### src/pqrdp_pkg.sv
// ----------------------------------------------------------------------------
// pqrdp_pkg
// Shared types, codes and helpers for the PIR query row dot product block.
// ----------------------------------------------------------------------------
package pqrdp_pkg;

  // Query store geometry (fixed by the 10-bit query index)
  localparam int QDEPTH = 1024;
  localparam int QAW    = 10;

  // Operation codes
  localparam logic OP_LOAD = 1'b0;
  localparam logic OP_BYTE = 1'b1;

  // Modulus width at reset
  localparam logic [5:0] MOD_BITS_RST = 6'd32;

  // One database beat handed from front to back
  typedef struct packed {
    logic signed [7:0] db_byte;
    logic              row_end;
    logic              in_range;
    logic [31:0]       word;
  } work_t;

  // Mask for the modulus 2^bits; 0 acts as 1, 32 and up as 32
  function automatic logic [31:0] answer_mask(input logic [5:0] bits);
    logic [31:0] m;
    begin
      if (bits >= 6'd32) begin
        m = 32'hFFFF_FFFF;
      end else if (bits == 6'd0) begin
        m = 32'h0000_0001;
      end else begin
        m = (32'h0000_0001 << bits[4:0]) - 32'h0000_0001;
      end
      return m;
    end
  endfunction

endpackage

### src/pqrdp_if.sv


interface pqrdp_out_if;
  logic        valid;
  logic        ready;
  logic [15:0] row_number;
  logic [31:0] answer_word;
  logic        too_many_columns;

  modport source (output valid, row_number, answer_word, too_many_columns, input ready);
  modport sink   (input valid, row_number, answer_word, too_many_columns, output ready);
endinterface


### src/pqrdp_back.sv
// ----------------------------------------------------------------------------
// pqrdp_back
// Multiplies each byte by its query word, accumulates the row and emits the
// masked row sum on end of row through an output register.
// ----------------------------------------------------------------------------
module pqrdp_back (
  input  logic             clk,
  input  logic             rst_n,
  input  logic [5:0]       modulus_bits,
  input  logic             q_not_empty,
  input  pqrdp_pkg::work_t q_data,
  output logic             pop,
  pqrdp_out_if.source      out_ch
);

  logic [31:0] sext;
  logic [31:0] prod_nxt;

  // Product stage
  logic        p_valid_r, p_valid_nxt;
  logic [31:0] p_prod_r;
  logic        p_end_r;
  logic        p_inr_r;

  // Row state
  logic [31:0] acc_r, acc_nxt;
  logic        ovf_r, ovf_nxt;
  logic [15:0] row_r;
  logic [31:0] sum;
  logic        adv;

  // Output register
  logic        o_valid_r, o_valid_nxt;
  logic [15:0] o_row_r;
  logic [31:0] o_ans_r;
  logic        o_tmc_r;

  // Accumulate stage moves unless a finished row meets a full output register
  assign adv = p_valid_r && (!p_end_r || !o_valid_r || out_ch.ready);
  assign pop = q_not_empty && (!p_valid_r || adv);

  // Low 32 bits of the signed product
  assign sext     = {{24{q_data.db_byte[7]}}, q_data.db_byte};
  assign prod_nxt = sext * q_data.word;

  assign sum = acc_r + (p_inr_r ? p_prod_r : 32'h0);

  always_comb begin
    p_valid_nxt = p_valid_r;
    if (adv) p_valid_nxt = 1'b0;
    if (pop) p_valid_nxt = 1'b1;
  end

  // Row accumulation and close
  always_comb begin
    acc_nxt = acc_r;
    ovf_nxt = ovf_r;
    if (adv) begin
      if (p_end_r) begin
        acc_nxt = 32'h0;
        ovf_nxt = 1'b0;
      end else begin
        acc_nxt = sum;
        ovf_nxt = ovf_r | !p_inr_r;
      end
    end
  end

  always_comb begin
    o_valid_nxt = o_valid_r;
    if (out_ch.ready) o_valid_nxt = 1'b0;
    if (adv && p_end_r) o_valid_nxt = 1'b1;
  end

  always_ff @(posedge clk) begin
    if (!rst_n) begin
      p_valid_r <= 1'b0;
      acc_r     <= 32'h0;
      ovf_r     <= 1'b0;
      row_r     <= 16'h0;
      o_valid_r <= 1'b0;
    end else begin
      p_valid_r <= p_valid_nxt;
      acc_r     <= acc_nxt;
      ovf_r     <= ovf_nxt;
      o_valid_r <= o_valid_nxt;
      if (adv && p_end_r) row_r <= row_r + 16'h1;
    end
  end

  // Payload registers
  always_ff @(posedge clk) begin
    if (pop) begin
      p_prod_r <= prod_nxt;
      p_end_r  <= q_data.row_end;
      p_inr_r  <= q_data.in_range;
    end
    if (adv && p_end_r) begin
      o_row_r <= row_r;
      o_ans_r <= sum & pqrdp_pkg::answer_mask(modulus_bits);
      o_tmc_r <= ovf_r | !p_inr_r;
    end
  end

  assign out_ch.valid            = o_valid_r;
  assign out_ch.row_number       = o_row_r;
  assign out_ch.answer_word      = o_ans_r;
  assign out_ch.too_many_columns = o_tmc_r;

endmodule

### src/flat_wrapper.sv
// flat-port wrapper written by rule: the top's interface ports become plain ports
module pqrdp_back_flat 
  (clk, rst_n, modulus_bits, q_not_empty, q_data, pop, out_ch_valid, out_ch_row_number, out_ch_answer_word, out_ch_too_many_columns, out_ch_ready);
  pqrdp_out_if out_ch_i ();
  input  logic clk;
  input  logic rst_n;
  input  logic [5:0] modulus_bits;
  input  logic q_not_empty;
  input  pqrdp_pkg::work_t q_data;
  output logic pop;
  output wire logic [$bits(out_ch_i.valid)-1:0] out_ch_valid;
  output wire logic [$bits(out_ch_i.row_number)-1:0] out_ch_row_number;
  output wire logic [$bits(out_ch_i.answer_word)-1:0] out_ch_answer_word;
  output wire logic [$bits(out_ch_i.too_many_columns)-1:0] out_ch_too_many_columns;
  input wire logic [$bits(out_ch_i.ready)-1:0] out_ch_ready;
  assign out_ch_valid = out_ch_i.valid;
  assign out_ch_row_number = out_ch_i.row_number;
  assign out_ch_answer_word = out_ch_i.answer_word;
  assign out_ch_too_many_columns = out_ch_i.too_many_columns;
  assign out_ch_i.ready = out_ch_ready;
  pqrdp_back u_core (.clk(clk), .rst_n(rst_n), .modulus_bits(modulus_bits), .q_not_empty(q_not_empty), .q_data(q_data), .pop(pop), .out_ch(out_ch_i));
endmodule
### config.mk
export PLATFORM = sky130hd
export DESIGN_NAME = pqrdp_back_flat
export DESIGN_NICKNAME = d
export VERILOG_FILES = /design/src/pqrdp_pkg.sv /design/src/pqrdp_if.sv /design/src/pqrdp_back.sv /design/src/flat_wrapper.sv
export SDC_FILE = /design/constraint.sdc
export NUM_CORES = 1
export LEC_CHECK = 0
export BUFFER_PORTS_ARGS = -buffer_cell sky130_fd_sc_hd__buf_2
export CORE_MARGIN = 1.5
export CORE_UTILIZATION = 55
export DETAILED_ROUTE_END_ITERATION = 10
export HOLD_SLACK_MARGIN = 0.06
export PLACE_DENSITY = 0.74
export SYNTH_ARGS = -nofsm -noshare
export SYNTH_HDL_FRONTEND = slang
export SYNTH_SLANG_ARGS = --single-unit
### constraint.sdc
create_clock -name clk -period 6.4 [get_ports clk]
set_input_delay 0 -clock clk [delete_from_list [all_inputs] [get_ports clk]]
set_output_delay 0 -clock clk [all_outputs]
set_load 0.02 [all_outputs]
==> results of run 1 <==
==> final cells by class <==
cell class / instances / area share (%)
well taps: 330 / 2.67
multi-input cells: 1113 / 61.6
inverters: 225 / 5.47
flip-flops and latches: 134 / 22.7
clock inverters: 14 / 0.810
clock buffers: 18 / 2.92
repair buffers: 110 / 3.79
==> cells in the final DEF (no fill, tap or decap), drive strengths merged, types with 42 or more instances in the layout <==
cell | Yosys | routed
nand2 | 100 | 100
nor2 | 113 | 113
dfxtp | 51 | 51
buf | 7 | 104
fa | 158 | 158
edfxtp | 83 | 83
a21oi | 93 | 93
xnor2 | 42 | 42
inv | 223 | 234
ha | 99 | 99
and2 | 192 | 192
==> where the power goes <==
part | internal, mW | switching, mW
logic | 1.29 | 1.66
registers | 1.20 | 0.0356
clock network | 0.536 | 0.415
==> registers in the layout, indices dropped and copies added, names as in the netlist, 16 cells and up <==
signal / count
u_core.p_prod_r: 32
u_core.acc_r: 32
u_core.row_r: 16
u_core.out_ch.answer_word: 32
u_core.out_ch.row_number: 16
==> timing repair <==
item                                    in CTS  in global routing
hold endpoints to repair                    18                  0
resized for setup                            0                  0
endpoints found under the setup margin       0                  0
hold buffers                                 6                  0
buffers inserted                             0                  0
==> metrics by stage <==
step	hold slack (ns)	setup WS (ns)	total power, mW	util [%]
after floorplan	0.0989	1.67	3.58	-
after global placement	0.178	1.28	4.11	58.8
after detailed placement	0.181	1.08	4.19	58.8
after CTS	0.0690	1.50	5.15	61.4
after global routing	0.0737	1.23	5.59	61.4
final	0.0712	1.45	5.13	61.4
==> metal layers <==
| layer | vias to the layer above | global-route usage [%] |
|---|---|---|
| met1 | 5096 | 32.1 |
| met5 | - | 0 |
| met2 | 327 | 39.3 |
| li1 | 5135 | - |
| met3 | 40 | 2.57 |
| met4 | 0 | 5.80 |
==> cells by family (layout without fill, tap and decap cells) <==
kind of cell	Yosys count	in the layout
AOI/OAI and AO/OA	261	261
buffers and inverters	282	367
adders and majority gates	257	257
muxes	1	1
xor gates and xnor gates	80	80
DFF	134	134
and+or+nand+nor	514	514
==> final timing paths <==
path / start / to / slack, ns / cells after the start
setup reg to reg: u_core.p_inr_r / u_core.out_ch.answer_word[30] / 2.67 / 12
setup / recovery: q_data[41] / u_core.p_prod_r[28] / 1.45 / 19
hold reg to reg: u_core.row_r[15] / u_core.out_ch.row_number[15] / 0.47 / 0
hold / removal: q_data[0] / u_core.p_prod_r[0] / 0.07 / 2
==> flow_summary.yaml, run 1 <==
yosys:
  syn_inst: 1529
  synth_seq_cells: 134
  synth_ff_type: "edfxtp_1"
  synth_area_mm2: 0.0141
  synth_commonest_cells: "223 x inv_1, 192 x and2_1, 158 x fa_1"
  yosysUniqueCellTypes: 72
  yosys-mux-area-fraction_pct: 0.0711
  ys_warn_count: 0
  synth_top_family_by_area: "adder cells"
  synth-seq-area-share_pct: 25.0
  synth_simple_gate_area_share_pct: 18.9
  async_reset_ff_share_pct: 0
  syn_area_per_cell_um2: 9.21
  synthXorXnorAreaFrac_pct: 4.98
  synth_compound_area_share_pct: 12.2
  synthAdderAreaFrac_pct: 31.3
  synth-edff-count: 83
  yosysMostFrequentCell: "inv_1"
  ys_top_cells_by_area: "fa_1 22%, edfxtp_1 18%, ha_1 8.8%"
  yosysTopAreaCellShare_pct: 22.5
  yosys.area.top_type: "fa_1"
  syn-num-nets: 1838
route:
  totalWireLength_mm: 29.8
  top_layer: "met4"
  met3_length_mm: 1.52
  drt_iter0_markers: 678
  met1_length_mm: 13.8
  route.met2.wl_mm: 14.0
  drtAntennaViolNets: 0
  wire_per_inst_um: 15.3
  vias: 10598
  via_per_inst: 5.45
  drcViolationCount: 0
  drt_first_pass_iters: 5
hold_path:
  hold_path.class: "primary input to flop"
final_layout:
  diodes: 0
  final_nets: 1910
  drive_gt1_share_pct: 9.36
  postLayoutCellArea_mm2: 0.0154
  syn_to_final_growth_pct: 9.72
  fillers: 2126
  multiInputGateArea_mm2: 0.00952
  seqCellArea_mm2: 0.00351
  layout.cells.non_filler: 1944
global_route:
  grt_pass1_vias: 10490
  grt_max_degree: 49
  grt_overflow: 0
  grt_pass1_wl_mm: 49.9
  antenna_found_initial: 0
  grt_usage_pct: 23.3
setup_path:
  cp.arrival_ns: 5.11
  path_delay_family: "adder cells"
  crit_chain: "buf_2, clkinv_1, nor2_1, fa_1, fa_1, fa_1, inv_1, fa_1, inv_1, ha_1, a21o_1, a21o_1, a21oi_1, o21ai_1, a31o_1, a31o_2, and3_1, o41ai_2, xnor2_1"
  path_buf_inv: 4
  cpMaxStageDelayCell: "clkinv_1"
  critPathLaunchType: "primary input"
  cp_common_cell: "fa_1"
  critPathKind: "primary input to flop"
  cp_max_fo: 19
  crit_required_ns: 6.56
  worstSetupEndpointType: "flop"
  critPathMaxStageDelay_ns: 0.53
placement:
  place_area_mm2: 0.0148
  io_buffers: 102
  post-place-cells: 1906
  place_hpwl_mm: 23.0
  gp_routability_congestion: 0.880
timing:
  final.setup_skew_ns: 0.0103
  maxSlewViolCount: 0
  finalSetupTns_ns: 0
  slew_headroom_pct: 25.0
  setup_viol: 0
  rsz0062_at_grt: "false"
  clock.fmax_mhz: 202
  timing.final.crit_share_pct: 77.4
  worst_pin_slew_ns: 1.12
  period_minus_slack_ns: 4.95
  finalHoldViolCount: 0
clocking:
  path_clk_slew_ns: 0.07
  clockRootBuffer: "clkbuf_16"
  clock_path_buffers: 2
  cts_tree: "yes"
  cts_sinks: 134
  cts_buffers: 17
  h-tree-depth: 4
  clock_latency_ns: 0.42
power:
  p_per_area_mw_per_mm2: 332
  peakVddDrop_uv: 176
  p_leak_nw: 7.06
floorplanning:
  initial_core_util_pct: 55.9
  dieArea_mm2: 0.0266
  die_x_um: 163
  core_mm2: 0.0252
  die_y_um: 163
  num_io_pins: 103
  rows: 58
run_status:
  status: "complete, no violations"
run:
  max_cap_violations: 0
Note: power is estimated with default switching activity, not from simulation.
==> run 2, diff against run 1 <==
--- a/config.mk
+++ b/config.mk
@@ -5,12 +5,13 @@
 export SDC_FILE = /design/constraint.sdc
 export NUM_CORES = 1
 export LEC_CHECK = 0
+export ABC_AREA = 1
 export BUFFER_PORTS_ARGS = -buffer_cell sky130_fd_sc_hd__buf_2
 export CORE_MARGIN = 1.5
 export CORE_UTILIZATION = 55
 export DETAILED_ROUTE_END_ITERATION = 10
 export HOLD_SLACK_MARGIN = 0.06
-export PLACE_DENSITY = 0.74
+export PLACE_DENSITY = 0.76
 export SYNTH_ARGS = -nofsm -noshare
 export SYNTH_HDL_FRONTEND = slang
 export SYNTH_SLANG_ARGS = --single-unit
==> constraint.sdc (replaced) <==
create_clock -name clk -period 4.4 [get_ports clk]
set_input_delay 0 -clock clk [delete_from_list [all_inputs] [get_ports clk]]
set_output_delay 0 -clock clk [all_outputs]
set_load 0.02 [all_outputs]
==> run 2 against run 1 <==
Final cell count is 36% higher; critical path depth is 2 higher; setup slack worse by 1.3 ns; synthesized area increased by 11%; via count increased by 27%; count of clock-buffer cells in the layout is 1 lower; utilization up 0.16 points; synthesized cell count up 42%.
==> flow_summary.yaml, run 2 <==
run_status:
  status: "complete, no violations"
timing:
  timing.final.crit_share_pct: 95.7
  maxSlewViolCount: 0
  worst_pin_slew_ns: 1.09
  whs_ns: 0.0770
  slew_headroom_pct: 27.2
  finalSetupTns_ns: 0
  finalHoldViolCount: 0
  clock.fmax_mhz: 237
  period_minus_slack_ns: 4.21
  final.setup_skew_ns: 0.00806
  setup_viol: 0
clocking:
  cts_tree: "yes"
  cts_buffers: 17
  clockRootBuffer: "clkbuf_16"
  path_clk_slew_ns: 0.07
  postCtsSetupRepairBufs: 0
  h-tree-depth: 4
  clock_latency_ns: 0.43
  cts_sinks: 134
  clock_path_buffers: 2
floorplanning:
  die_y_um: 172
  rows: 61
  initial_core_util_pct: 56.1
  core_mm2: 0.0279
  num_io_pins: 103
  die_x_um: 172
  dieArea_mm2: 0.0294
power:
  p_per_area_mw_per_mm2: 463
  peakVddDrop_uv: 273
  p_leak_nw: 9.85
  power.total_mw: 7.94
setup_path:
  timing.rr.start: "u_core.p_inr_r"
  cp_max_fo: 8
  critPathKind: "primary input to flop"
  crit_required_ns: 4.59
  critPathLaunchType: "primary input"
  cp.arrival_ns: 4.41
  worstSetupEndpointType: "flop"
  rrSetupSlack_ns: 1.24
  timing.rr.end: "u_core.out_ch.answer_word[15]"
  rr_worst_depth: 13
yosys:
  syn_area_per_cell_um2: 7.18
  yosysTopAreaCellShare_pct: 20.2
  yosysMostFrequentCell: "nand2_1"
  synth_commonest_cells: "598 x nand2_1, 539 x inv_1, 158 x fa_1"
  synth-edff-count: 83
  yosysUniqueCellTypes: 41
  ys_warn_count: 0
  synth_ff_type: "edfxtp_1"
  synth_area_mm2: 0.0156
  ys_top_cells_by_area: "fa_1 20%, edfxtp_1 16%, nand2_1 14%"
  synth_seq_cells: 134
  async_reset_ff_share_pct: 0
  syn-num-nets: 2486
  yosys.area.top_type: "fa_1"
  syn_inst: 2177
  synth-seq-area-share_pct: 22.5
final_layout:
  layout_common_cells: "598 x nand2_1, 538 x inv_1, 158 x fa_1, 133 x nor2_1, 118 x a21oi_1"
  final_nets: 2566
  seqCellArea_mm2: 0.00351
  multiInputGateArea_mm2: 0.00974
  syn_to_final_growth_pct: 9.69
  fillers: 2543
  mostFrequentLayoutCell: "nand2_1"
  diodes: 0
  drive_gt1_share_pct: 8.55
route:
  via_per_inst: 5.06
  drtAntennaViolNets: 0
  totalWireLength_mm: 36.2
  wire_per_inst_um: 13.7
  drt_iter0_markers: 748
  vias: 13412
  drcViolationCount: 0
  drt_first_pass_iters: 6
run:
  max_cap_violations: 0
global_route:
  antenna_found_initial: 0
  grt_usage_pct: 26.2
  grt_pass1_vias: 13291
  grt_max_degree: 53
  grt_overflow: 0
  grt_pass1_wl_mm: 61.2
hold_path:
  hold_end: "u_core.p_prod_r[0]"
  hold_path.class: "primary input to flop"
  hold_depth: 3
  min-delay-start: "q_data[34]"
placement:
  gp_routability_congestion: 0.952
  place_hpwl_mm: 29.6
  io_buffers: 102
[run 2: changes by cell type after synthesis, sizes merged, moves of 23 or more]
| cell | previous run | this run |
|---|---|---|
| nand2 | 100 | 599 |
| inv | 223 | 545 |
| and2 | 192 | 2 |
| nand3 | 20 | 96 |
| nor2 | 113 | 145 |
| a21o | 35 | 6 |
| a21oi | 93 | 118 |
| nand4 | 10 | 33 |
| xnor2 | 42 | 19 |
[run 2: cells by family after synthesis]
logic type,after synthesis,share of synthesized area (%)
xor+xnor,57,3.20
fa+ha+maj,257,28.2
flops,134,22.5
simple gates,923,24.5
buf+inv,623,15.3
compound gates,183,6.34
[run 2: report_power, final]
group	leakage, nW	internal (mW)	total, mW	switching [mW]
clock network	0.273	0.745	1.35	0.610
registers	1.22	1.74	1.79	0.0503
logic	8.36	1.84	4.80	2.96
[run 2: what timing repair did]
item | 4_1_cts | 5_1_grt
hold endpoints to repair | 11 | 0
resized for setup | 0 | 4
hold buffers | 8 | 0
setup endpoints to repair | 0 | 8
[run 2: final cells by class]
cell class	instances	share of cell area [%]
Tap cell	378	2.76
Inverter	547	12.0
Timing Repair Buffer	137	4.63
Multi-Input combinational cell	1420	56.8
Sequential cell	134	20.5
Clock buffer	17	2.48
Clock inverter	15	0.825
[run 2: per-layer routing]
metal | up-vias | GRT usage, % | routed length (µm)
met4 | 0 | 12.4 | 1430
li1 | 6702 | - | -
met2 | 442 | 45.8 | 17300
met5 | - | 0 | 0
met1 | 6178 | 32.1 | 15600
met3 | 90 | 3.20 | 1840
[run 2: how the worst max path moves through the flow]
stage | from | end | slack (ns) | cells past startpoint
global placement | q_data[41] | u_core.p_prod_r[24] | 0.001 | 21
CTS | q_data[0] | u_core.p_prod_r[24] | 0.02 | 21
global route | q_data[0] | u_core.p_prod_r[25] | -0.009 | 20
detailed placement | q_data[41] | u_core.p_prod_r[24] | -0.03 | 21
floorplan | q_data[37] | u_core.p_prod_r[22] | 0.09 | 20
finish | q_data[0] | u_core.p_prod_r[24] | 0.19 | 21
[run 2: metrics by stage]
stage / area [µm²] / setup WS, ns / instances / util (%)
floorplan: 15600 / 0.0923 / 2177 / -
global placement: 16500 / 0.000977 / 2608 / 59.2
detailed placement: 16500 / -0.0335 / 2608 / 59.2
CTS: 17100 / 0.0157 / 2648 / 61.5
global route: 17100 / -0.00932 / 2648 / 61.5
finish: 17100 / 0.189 / 2648 / 61.5
[run 2: critical path: stages]
cell,delay (ns)
dlygate4sd3_1,0.53
buf_2,0.18
or2_2,0.32
fa_1,0.45
fa_1,0.49
inv_1,0.05
fa_1,0.47
inv_1,0.05
fa_1,0.47
inv_1,0.04
ha_1,0.30
nand2_1,0.06
o21ai_1,0.15
a21oi_1,0.08
buf_4,0.15
o21bai_2,0.21
nand2_1,0.08
nand2_1,0.11
nand2_1,0.09
nand3_1,0.08
nand2_1,0.05
