--- src/pqrdp_pkg.sv ---
// ----------------------------------------------------------------------------
// pqrdp_pkg
// Shared types, codes and helpers for the PIR query row dot product block.
// ----------------------------------------------------------------------------
package pqrdp_pkg;

  // Query store geometry (fixed by the 10-bit query index)
  localparam int QDEPTH = 1024;
  localparam int QAW    = 10;

  // Operation codes
  localparam logic OP_LOAD = 1'b0;
  localparam logic OP_BYTE = 1'b1;

  // Modulus width at reset
  localparam logic [5:0] MOD_BITS_RST = 6'd32;

  // One database beat handed from front to back
  typedef struct packed {
    logic signed [7:0] db_byte;
    logic              row_end;
    logic              in_range;
    logic [31:0]       word;
  } work_t;

  // Mask for the modulus 2^bits; 0 acts as 1, 32 and up as 32
  function automatic logic [31:0] answer_mask(input logic [5:0] bits);
    logic [31:0] m;
    begin
      if (bits >= 6'd32) begin
        m = 32'hFFFF_FFFF;
      end else if (bits == 6'd0) begin
        m = 32'h0000_0001;
      end else begin
        m = (32'h0000_0001 << bits[4:0]) - 32'h0000_0001;
      end
      return m;
    end
  endfunction

endpackage

--- src/pqrdp_queue.sv ---
// ----------------------------------------------------------------------------
// pqrdp_queue
// Two-entry queue between the front and the back.
// ----------------------------------------------------------------------------
module pqrdp_queue (
  input  logic             clk,
  input  logic             rst_n,
  input  logic             push,
  input  pqrdp_pkg::work_t push_data,
  output logic             full,
  input  logic             pop,
  output logic             not_empty,
  output pqrdp_pkg::work_t pop_data
);

  pqrdp_pkg::work_t ent_r [2];
  logic             wp_r, rp_r;
  logic [1:0]       cnt_r, cnt_nxt;

  assign full      = (cnt_r == 2'd2);
  assign not_empty = (cnt_r != 2'd0);
  assign pop_data  = ent_r[rp_r];

  // Occupancy
  always_comb begin
    cnt_nxt = cnt_r;
    if (push && !pop) cnt_nxt = cnt_r + 2'd1;
    if (pop && !push) cnt_nxt = cnt_r - 2'd1;
  end

  always_ff @(posedge clk) begin
    if (!rst_n) begin
      wp_r  <= 1'b0;
      rp_r  <= 1'b0;
      cnt_r <= 2'd0;
    end else begin
      if (push) wp_r <= ~wp_r;
      if (pop)  rp_r <= ~rp_r;
      cnt_r <= cnt_nxt;
    end
  end

  // Entry storage
  always_ff @(posedge clk) begin
    if (push) ent_r[wp_r] <= push_data;
  end

endmodule

--- config.mk ---
export PLATFORM = sky130hd
export DESIGN_NAME = pqrdp_queue
export DESIGN_NICKNAME = d
export VERILOG_FILES = /design/src/pqrdp_pkg.sv /design/src/pqrdp_queue.sv
export SDC_FILE = /design/constraint.sdc
export NUM_CORES = 1
export LEC_CHECK = 0
export ABC_CLOCK_PERIOD_IN_PS = 6200
export BUFFER_PORTS_ARGS = -buffer_cell sky130_fd_sc_hd__buf_2
export CORE_ASPECT_RATIO = 1.2
export CORE_MARGIN = 2
export CORE_UTILIZATION = 25
export DETAILED_ROUTE_END_ITERATION = 10
export HOLD_SLACK_MARGIN = 0.08
export SLEW_MARGIN = 30
export SYNTH_ARGS = -nofsm -noshare
export SYNTH_HDL_FRONTEND = slang
export SYNTH_SLANG_ARGS = --single-unit
--- constraint.sdc ---
create_clock -name clk -period 6.2 [get_ports clk]
set_input_delay 0.93 -clock clk [delete_from_list [all_inputs] [get_ports clk]]
set_output_delay 0.93 -clock clk [all_outputs]
set_load 0.1 [all_outputs]
==> impl_results.md, run 1 <==
* Status: finished, final reports clean
* Die footprint at around 14000 sq um
* Hold crit path type: reg -> reg
* Avg Inst Size Synth at 21.2 sq um
* R2R Setup Slk at roughly 4.8 ns
* Antenna Nets Post-Route at 0
* Layout cells sized above 1 at 0.594
* Crit path cell chain: mux2_2 -> buf_2
* R2r endpoint: ent_r[1][27]$_DFFE_PP_
* Hold Path Sink: cnt_r[1]$_SDFFE_PN0P_
* RSZ-0062 raised after global routing: no
* Period utilization at 0.440
* Starting Density at 0.256
* Drt total wl at ~5800 microns
* Setup_tns at 0 ns
* Nets at around 300
* Setup bufs post-CTS at 0
* Root buffer cell: clkbuf_16
* Hold Fails Final Rpt at 0
* Lkg Pwr at around 0.0016 uW
* # IOs at 90
* Worst slew margin at 0.582
* Kind of critical path: reg -> out
* Worst r2r src: wp_r$_SDFFE_PN0P_
* Largest delay share family, worst path: flip-flops
* Total CTS buffers at 9
* Max Clock Skew at approximately 0.0063 ns
* Critical path data arrival time at between 1.5 and 2 ns
* Clock tree sinks at slightly below 90
* Library cells used by synthesis at 17
* Post-Syn Nets at 200
* All-layer global routing usage at 0.0885
* DRC violations left at 0
* Worst Hold Launch: cnt_r[1]$_SDFFE_PN0P_
* Yosys top cell by area: edfxtp_1
* Yosys Warn Count at 0
* Worst Path Max Fanout at 42
* CP startpoint kind: flop
* Synthesized area at 3240 sq um
* Routed wire per std cell at 14.0 microns
* Synth Register Bits at between 80 and 90
* Max Root-Sink Buffers at 2
* Worst Hold Depth at 2
* Largest stage delay, worst path at around 0.73 ns
* Sequential-to-total area share from yosys stat at 0.810
* Worst slew pin tran at 0.627 ns
* Die W at ~110 microns
* PostCTS Resize Cnt at 0
* Final setup viols at 0
* Synth top area cells: edfxtp_1, mux2_2, dfxtp_1, and2_1, buf_2
* Port Buffers at 89
* Rows at 45
* Top_reg_cell synth: edfxtp_1
* H-tree depth at 3
* GR Overflow Total at 0
* Worst Path Buf+Inv at 1
* CP Capture Type: output pin
* Routed vias at about 1700
* # placed instances at between 400 and 500
* Iter 0 DRT Violations at 34
* Worst-Skew Late Latency at 0.33 ns
* Asr flop ratio synth at 0
* Area share of the largest cell type after synthesis at 0.779
* R2R cell count at 1
* Core ar. at 12700 sq um
* Antenna fix cells at 0
* DR vias/cell at around 4
* Max cap viols at 0
* CTS tree: yes
* Top achievable clock speed at between 300 and 400 MHz
* Vias in the first global route at 1817
* Synth cell count leaders: edfxtp_1, mux2_2, buf_2, dfxtp_1, and2_1
* Slowest-stage cell, CP: dfxtp_4
* PwrDens at between 300 and 400 nW/um^2
* Synth-to-Final Area Change at 30.3%
* TritonRoute pass-1 iters at 4
* Worst path required time at roughly 5.3 ns
* Die H at between 100 and 150 microns
* Post-Synthesis Cells at 153
* Final Non-Filler Cells at 418
* Power Total at 1640 uW
* Pins Over Slew Limit at 0
* HPWL Detailed at roughly 3600 microns
* Fin crit period at roughly 2.7 ns
* CTS hold repair buffers at 0
* CTS clk-pin slew, worst paths at 0.06 ns
* RD Place Congestion at between 0.6 and 0.7
* Maximum vdd drop at roughly 0.00016 V
* Post-synth EDFFs at 84
* Initial antenna violation count at 0
* First-pass GRT wire length at slightly above 9000 microns
* Cell with the most instances after synthesis: edfxtp_1
* Largest net degree at the start of global routing at 43
-- per-layer routing --
metal | track usage | share of wire | vias to the layer above
li1 | - | - | 787
met1 | 0.0994 | 0.41 | 844
met2 | 0.149 | 0.53 | 48
met3 | 0.0253 | 0.046 | 11
met4 | 0.0520 | 0.021 | 0
met5 | 0 | 0 | -
-- placed cells by master, fill, tap and decap left out, drive strengths merged, types with 2 or more instances in the layout --
| cell | Yosys | routed |
|---|---|---|
| clkbuf | 0 | 10 |
| bufinv | 0 | 3 |
| buf | 5 | 90 |
| edfxtp | 84 | 84 |
| dfxtp | 5 | 5 |
| mux2 | 42 | 42 |
| clkinv | 0 | 2 |
| xnor2 | 2 | 2 |
| and2 | 4 | 4 |
-- kinds of logic after synthesis --
| kind of cell | count (synthesis) | synth area share |
|---|---|---|
| adder cells (fa/ha/maj) | 1 | 0.00386 |
| AND/OR/NAND/NOR | 9 | 0.0174 |
| AO/OA/AOI/OAI | 3 | 0.00618 |
| XOR/XNOR | 3 | 0.00811 |
| buffers and inverters | 6 | 0.00888 |
| flip-flops | 89 | 0.810 |
| multiplexers | 42 | 0.146 |
-- sequential cells by signal, indices dropped and copies added (netlist names), named ones only --
| signal | flops |
|---|---|
| cnt_r | 2 |
| ent_r | 84 |
| rp_r | 1 |
| wp_r | 1 |
-- report_power, final --
part / switching, uW / internal (uW) / leakage (uW)
clock network: 208 / 392 / 0.000160
registers: 19.5 / 694 / 0.000830
logic: 266 / 65.5 / 0.000571
total: 493 / 1150 / 0.00156
-- worst max-delay path by stage --
stage | startpoint | endpoint | slack [ns] | cells past startpoint
finish | flop | pop_data[35] | 3.47 | 2
global route | flop | pop_data[35] | 3.37 | 2
CTS | flop | pop_data[11] | 3.42 | 2
detailed placement | flop | pop_data[11] | 3.79 | 2
global placement | flop | pop_data[11] | 3.38 | 2
floorplan | push | ent_r[0][0]$_DFFE_PP_ | 2.97 | 2
-- area by class of cell --
class,instances,area (sq um)
clock buffers,10,229
inverters,1,3.75
repair buffers,90,453
flip-flops and latches,89,2630
multi-input cells,58,598
clock inverters,6,106
well taps,164,205
fillers,1236,8450
-- metrics by stage --
stage                util  worst slack (ns)  area, sq um  hold WS (ns)
CTS                 0.333              3.42         4220         0.518
global placement    0.306              3.38         3880         0.484
detailed placement  0.307              3.79         3890         0.502
global route        0.333              3.37         4220         0.563
floorplan               -              2.97         3240         0.461
finish              0.333              3.47         4220         0.509
Note: power is estimated with default switching activity, not from simulation.
==> run 2, diff against run 1 <==
- ABC_CLOCK_PERIOD_IN_PS: 6200 -> 2800
- clock period: 6.2 -> 2.8 ns (I/O delays scaled with it)
==> impl_results.md, run 2 (synthesis gave the netlist of run 1 again) <==
* Status: finished, final reports clean
* DRC violations left at 0
* TritonRoute pass-1 iters at 4
* Largest net degree at the start of global routing at 27
* Hold Fails Final Rpt at 0
* HPWL Detailed at around 3900 microns
* Die footprint at ~14000 sq um
* R2R Setup Slk at about 1.3 ns
* Number of flip-flops in the largest register at 84
* Power Total at roughly 3500 uW
* Worst Path Buf+Inv at 2
* Routed wire per std cell at around 14 microns
* Nets at 298
* Max Root-Sink Buffers at 2
* All-layer global routing usage at 0.0884
* RD Place Congestion at approximately 0.66
* Final setup viols at 0
* Slowest-stage cell, CP: dfxtp_2
* CTS hold repair buffers at 0
* Worst Setup EP: pop_data[8]
* Biggest regs: ent_r (84), cnt_r (2)
* Synth-to-Final Area Change at 30.8%
* # IOs at 90
* Setup_tns at 0 ns
* RSZ-0062 raised after global routing: no
* Initial antenna violation count at 0
* Worst Path Max Fanout at 25
* Kind of critical path: reg -> out
* CTS clk-pin slew, worst paths at around 0.060 ns
* Worst r2r src: wp_r$_SDFFE_PN0P_
* CP Capture Type: output pin
* Lkg Pwr at 0.00157 uW
* Rows at 45
* Port Buffers at between 80 and 90
* Die H at 129 microns
* Commonest non-fill, non-tap cells in the layout: buf_2, edfxtp_1, mux2_2
* Register name with the most flops: ent_r
* Worst slew margin at 0.603
* Worst path required time at 2.38 ns
* Routed vias at 1694
* Total CTS buffers at 9
* Crit path cell chain: buf_12 -> mux2_2 -> buf_2
* Pins Over Slew Limit at 0
* R2r endpoint: ent_r[1][7]$_DFFE_PP_
* Vias in the first global route at between 1500 and 2000
* Fillers at ~1200
* Period utilization at 0.823
* Max Clock Skew at between 0.006 and 0.007 ns
* PwrDens at approximately 840 nW/um^2
* Max cap viols at 0
* Critical path data arrival time at about 1.9 ns
* DR vias/cell at 4.04
* H-tree depth at 3
* R2R cell count at 2
* Die W at 108 microns
* Setup bufs post-CTS at 0
* CP startpoint kind: flop
* Iter 0 DRT Violations at 47
* Core ar. at 12700 sq um
* Antenna fix cells at 0
* Drt total wl at ~6000 microns
* Largest stage delay, worst path at between 0.6 and 0.7 ns
* Root buffer cell: clkbuf_16
* Fin crit period at around 2.3 ns
* Hold crit path type: in -> reg
* CTS tree: yes
* Worst slew pin tran at roughly 0.59 ns
* PostCTS Resize Cnt at 0
* Clock tree sinks at 89
* Commonest non-fill, non-tap cell in the layout: buf_2
* Maximum vdd drop at 0.000324 V
* Worst-Skew Late Latency at 0.33 ns
* Antenna Nets Post-Route at 0
* Crit. path cell count at 3
* Layout cells sized above 1 at 0.592
* First-pass GRT wire length at just under 9000 microns
* GR Overflow Total at 0
* Starting Density at 0.256
* Top achievable clock speed at around 430 MHz
* Largest delay share family, worst path: flip-flops
## run 2: cell types whose count changed in the layout (fill, tap and decap cells not counted)
cell / previous run / this run
bufinv_16: 3 / 2
buf_12: 0 / 3
clkinvlp_4: 1 / 0
clkbuf_1: 1 / 2
and2_4: 1 / 0
dfxtp_2: 0 / 1
dfxtp_4: 1 / 0
and2_2: 0 / 1
buf_4: 1 / 0
## run 2: worst min-delay path by stage
stage,start,to,slack (ns),cells past startpoint
floorplan,cnt_r[1]$_SDFFE_PN0P_,cnt_r[1]$_SDFFE_PN0P_,0.46,2
global placement,cnt_r[1]$_SDFFE_PN0P_,cnt_r[1]$_SDFFE_PN0P_,0.48,2
detailed placement,cnt_r[1]$_SDFFE_PN0P_,cnt_r[1]$_SDFFE_PN0P_,0.54,2
CTS,push_data[12],ent_r[1][12]$_DFFE_PP_,0.25,1
global route,push_data[7],ent_r[0][7]$_DFFE_PP_,0.25,1
finish,push_data[12],ent_r[0][12]$_DFFE_PP_,0.27,1
## run 2: where the power goes
| group | leakage, uW | total, uW | internal [uW] | switching, uW |
|---|---|---|---|---|
| combinational | 0.000591 | 763 | 156 | 607 |
| clock | 0.000147 | 1220 | 772 | 450 |
| sequential | 0.000830 | 1560 | 1540 | 28.8 |
## run 2: stage by stage
stage | cell area, sq um | std cells | util | hold WS [ns] | worst slack (ns)
2_1_floorplan | 3240 | 153 | - | 0.461 | 0.0828
3_3_place_gp | 3940 | 404 | 0.311 | 0.477 | 0.818
3_5_place_dp | 3940 | 404 | 0.311 | 0.540 | 0.809
4_1_cts | 4240 | 419 | 0.334 | 0.249 | 0.431
5_1_grt | 4240 | 419 | 0.334 | 0.252 | 0.383
6_report | 4240 | 419 | 0.334 | 0.274 | 0.495
## run 2: layer usage
metal | global-route usage | share of wire | wire (microns)
met4 | 0.0498 | 0.022 | 133
met5 | 0 | 0 | 0
met3 | 0.0360 | 0.052 | 313
met2 | 0.149 | 0.52 | 3140
met1 | 0.0937 | 0.40 | 2400
## run 2: layout make-up
type	count	area, sq um	area share
Sequential cell	89	2620	0.619
Multi-Input combinational cell	58	597	0.141
Timing Repair Buffer	92	505	0.119
Clock buffer	11	233	0.0549
Tap cell	164	205	0.0484
Clock inverter	4	68.8	0.0162
Inverter	1	3.75	0.000886
## run 2: worst reg2reg max path, delay by kind of cell (launching register included)
family,cells,cell delay (ns)
flops,1,0.39
simple gates,1,0.53
buf+inv,1,0.26
==> run 3, diff against run 2 <==
- ABC_AREA: default -> 1
- ABC_CLOCK_PERIOD_IN_PS: 2800 -> 2100
- clock period: 2.8 -> 2.1 ns (I/O delays scaled with it)
==> impl_results.md, run 3 <==
* Status: finished, final reports clean
* Maximum vdd drop at around 0.00041 V
* PostCTS Resize Cnt at 0
* Period utilization at 0.905
* Kind of critical path: reg -> out
* Post-synth EDFFs at 84
* Die footprint at between 10000 and 15000 sq um
* Pins Over Slew Limit at 0
* Biggest regs: ent_r (84), cnt_r (2)
* Commonest non-fill, non-tap cells in the layout: buf_2, edfxtp_1, mux2_4
* Asr flop ratio synth at 0
* Fin crit period at between 1.5 and 2 ns
* DR vias/cell at between 3 and 4
* Worst slew pin tran at slightly above 0.5 ns
* Final setup viols at 0
* Synth top area cells: edfxtp_1, mux2_4, dfxtp_1, buf_12, nor2_1
* Max Clock Skew at 0.00441 ns
* First-pass GRT wire length at between 9000 and 10000 microns
* All-layer global routing usage at 0.0845
* Number of flip-flops in the largest register at 84
* Synth cell count leaders: edfxtp_1, mux2_4, nor2_1, nand2_1, inv_1
* Vias in the first global route at 1897
* Root buffer cell: clkbuf_16
* Sequential-to-total area share from yosys stat at 0.757
* Library cells used by synthesis at 13
* CTS hold repair buffers at 0
* Die W at 111 microns
* Lkg Pwr at approximately 0.0017 uW
* CP startpoint kind: flop
* Antenna Nets Post-Route at 0
* Commonest non-fill, non-tap cell in the layout: buf_2
* Final Non-Filler Cells at between 400 and 500
* Total CTS buffers at 9
* Cell with the most instances after synthesis: edfxtp_1
* Setup bufs post-CTS at 0
* Critical path data arrival time at approximately 1.6 ns
* Area share of the largest cell type after synthesis at 0.728
* Routed wire per std cell at roughly 14 microns
* TritonRoute pass-1 iters at 4
* RSZ-0062 raised after global routing: no
* Post-Synthesis Cells at 166
* Top_reg_cell synth: edfxtp_1
* Core ar. at roughly 14000 sq um
* Post-Syn Nets at around 210
* Routed vias at between 1500 and 2000
* Synth Register Bits at between 80 and 90
* Worst Path Max Fanout at 29
* Layout cells sized above 1 at 0.561
* # placed instances at 426
* Hold crit path type: in -> reg
* Rows at 47
* CTS tree: yes
* RD Place Congestion at 0.656
* CTS clk-pin slew, worst paths at 0.06 ns
* Nets at 313
* DRC violations left at 0
* Yosys Warn Count at 0
* Antenna fix cells at 0
* CP Capture Type: output pin
* Setup_tns at 0 ns
* GR Overflow Total at 0
* Final core utilization at 0.319
* # IOs at 90
* HPWL Detailed at roughly 4200 microns
* R2R Setup Slk at slightly above 0.8 ns
* Max Root-Sink Buffers at 2
* Hold Fails Final Rpt at 0
* Yosys top cell by area: edfxtp_1
* Worst slew margin at 0.656
* Die H at around 130 microns
* Worst-Skew Late Latency at around 0.33 ns
* Worst path required time at 1.78 ns
* Iter 0 DRT Violations at between 60 and 70
* Clock tree sinks at 89
* Avg Inst Size Synth at ~21 sq um
* Synth-to-Final Area Change at 25.8%
* Max cap viols at 0
* PwrDens at a little over 1000 nW/um^2
* Register name with the most flops: ent_r
* Starting Density at 0.254
* Port Buffers at approximately 90
* Synthesized area at between 3000 and 4000 sq um
* Initial antenna violation count at 1
* Top achievable clock speed at approximately 530 MHz
* H-tree depth at 3
* Drt total wl at slightly above 6000 microns
* Largest net degree at the start of global routing at 43
run 3: cells by family after synthesis:
kind of cell             Yosys count  synth area share
flip-flops                        89             0.757
multiplexers                      42             0.180
AND/OR/NAND/NOR                   21            0.0235
buffers and inverters             11            0.0329
AO/OA/AOI/OAI                      2           0.00289
adder cells (fa/ha/maj)            1           0.00361
run 3: final cells by class:
| class | instances | area [sq um] |
|---|---|---|
| clock inverters | 3 | 20.0 |
| flip-flops and latches | 89 | 2620 |
| repair buffers | 94 | 508 |
| clock buffers | 11 | 233 |
| well taps | 171 | 214 |
| inverters | 6 | 22.5 |
| multi-input cells | 66 | 734 |
| fillers | 1374 | 9290 |
run 3: critical path, cell delays in order (launching register included):
cell,delay [ns]
dfxtp_2,0.35
buf_12,0.24
mux2_2,0.36
buf_2,0.29
run 3: power by group:
group / internal, uW / total, uW / leakage (uW) / switching, uW
sequential: 2050 / 2080 / 0.000830 / 25.9
combinational: 218 / 958 / 0.000782 / 740
clock: 785 / 1370 / 0.000117 / 582
total: 3050 / 4400 / 0.00173 / 1350
run 3: per-stage QoR:
| step | power (uW) | worst slack, ns | instance area (sq um) | hold WS (ns) |
|---|---|---|---|---|
| 3_3_place_gp | 3070 | 0.548 | 4100 | 0.480 |
| 2_1_floorplan | 2940 | 0.154 | 3470 | 0.414 |
| 5_1_grt | 4590 | 0.116 | 4360 | 0.152 |
| 6_report | 4400 | 0.200 | 4360 | 0.173 |
| 3_5_place_dp | 3080 | 0.529 | 4100 | 0.496 |
| 4_1_cts | 4480 | 0.165 | 4360 | 0.158 |
run 3: final timing paths:
check                        start                     end  cells past startpoint
max                           flop            pop_data[35]                      3
min                  push_data[28]  ent_r[1][28]$_DFFE_PP_                      1
max reg2reg      wp_r$_SDFFE_PN0P_  ent_r[1][23]$_DFFE_PP_                      3
min reg2reg  cnt_r[1]$_SDFFE_PN0P_   cnt_r[1]$_SDFFE_PN0P_                      2
run 3: per-layer routing:
layer / wire (microns) / GRT usage
met3: 427 / 0.0444
met1: 2240 / 0.0825
met5: 16 / 0
met4: 155 / 0.0425
met2: 3200 / 0.146
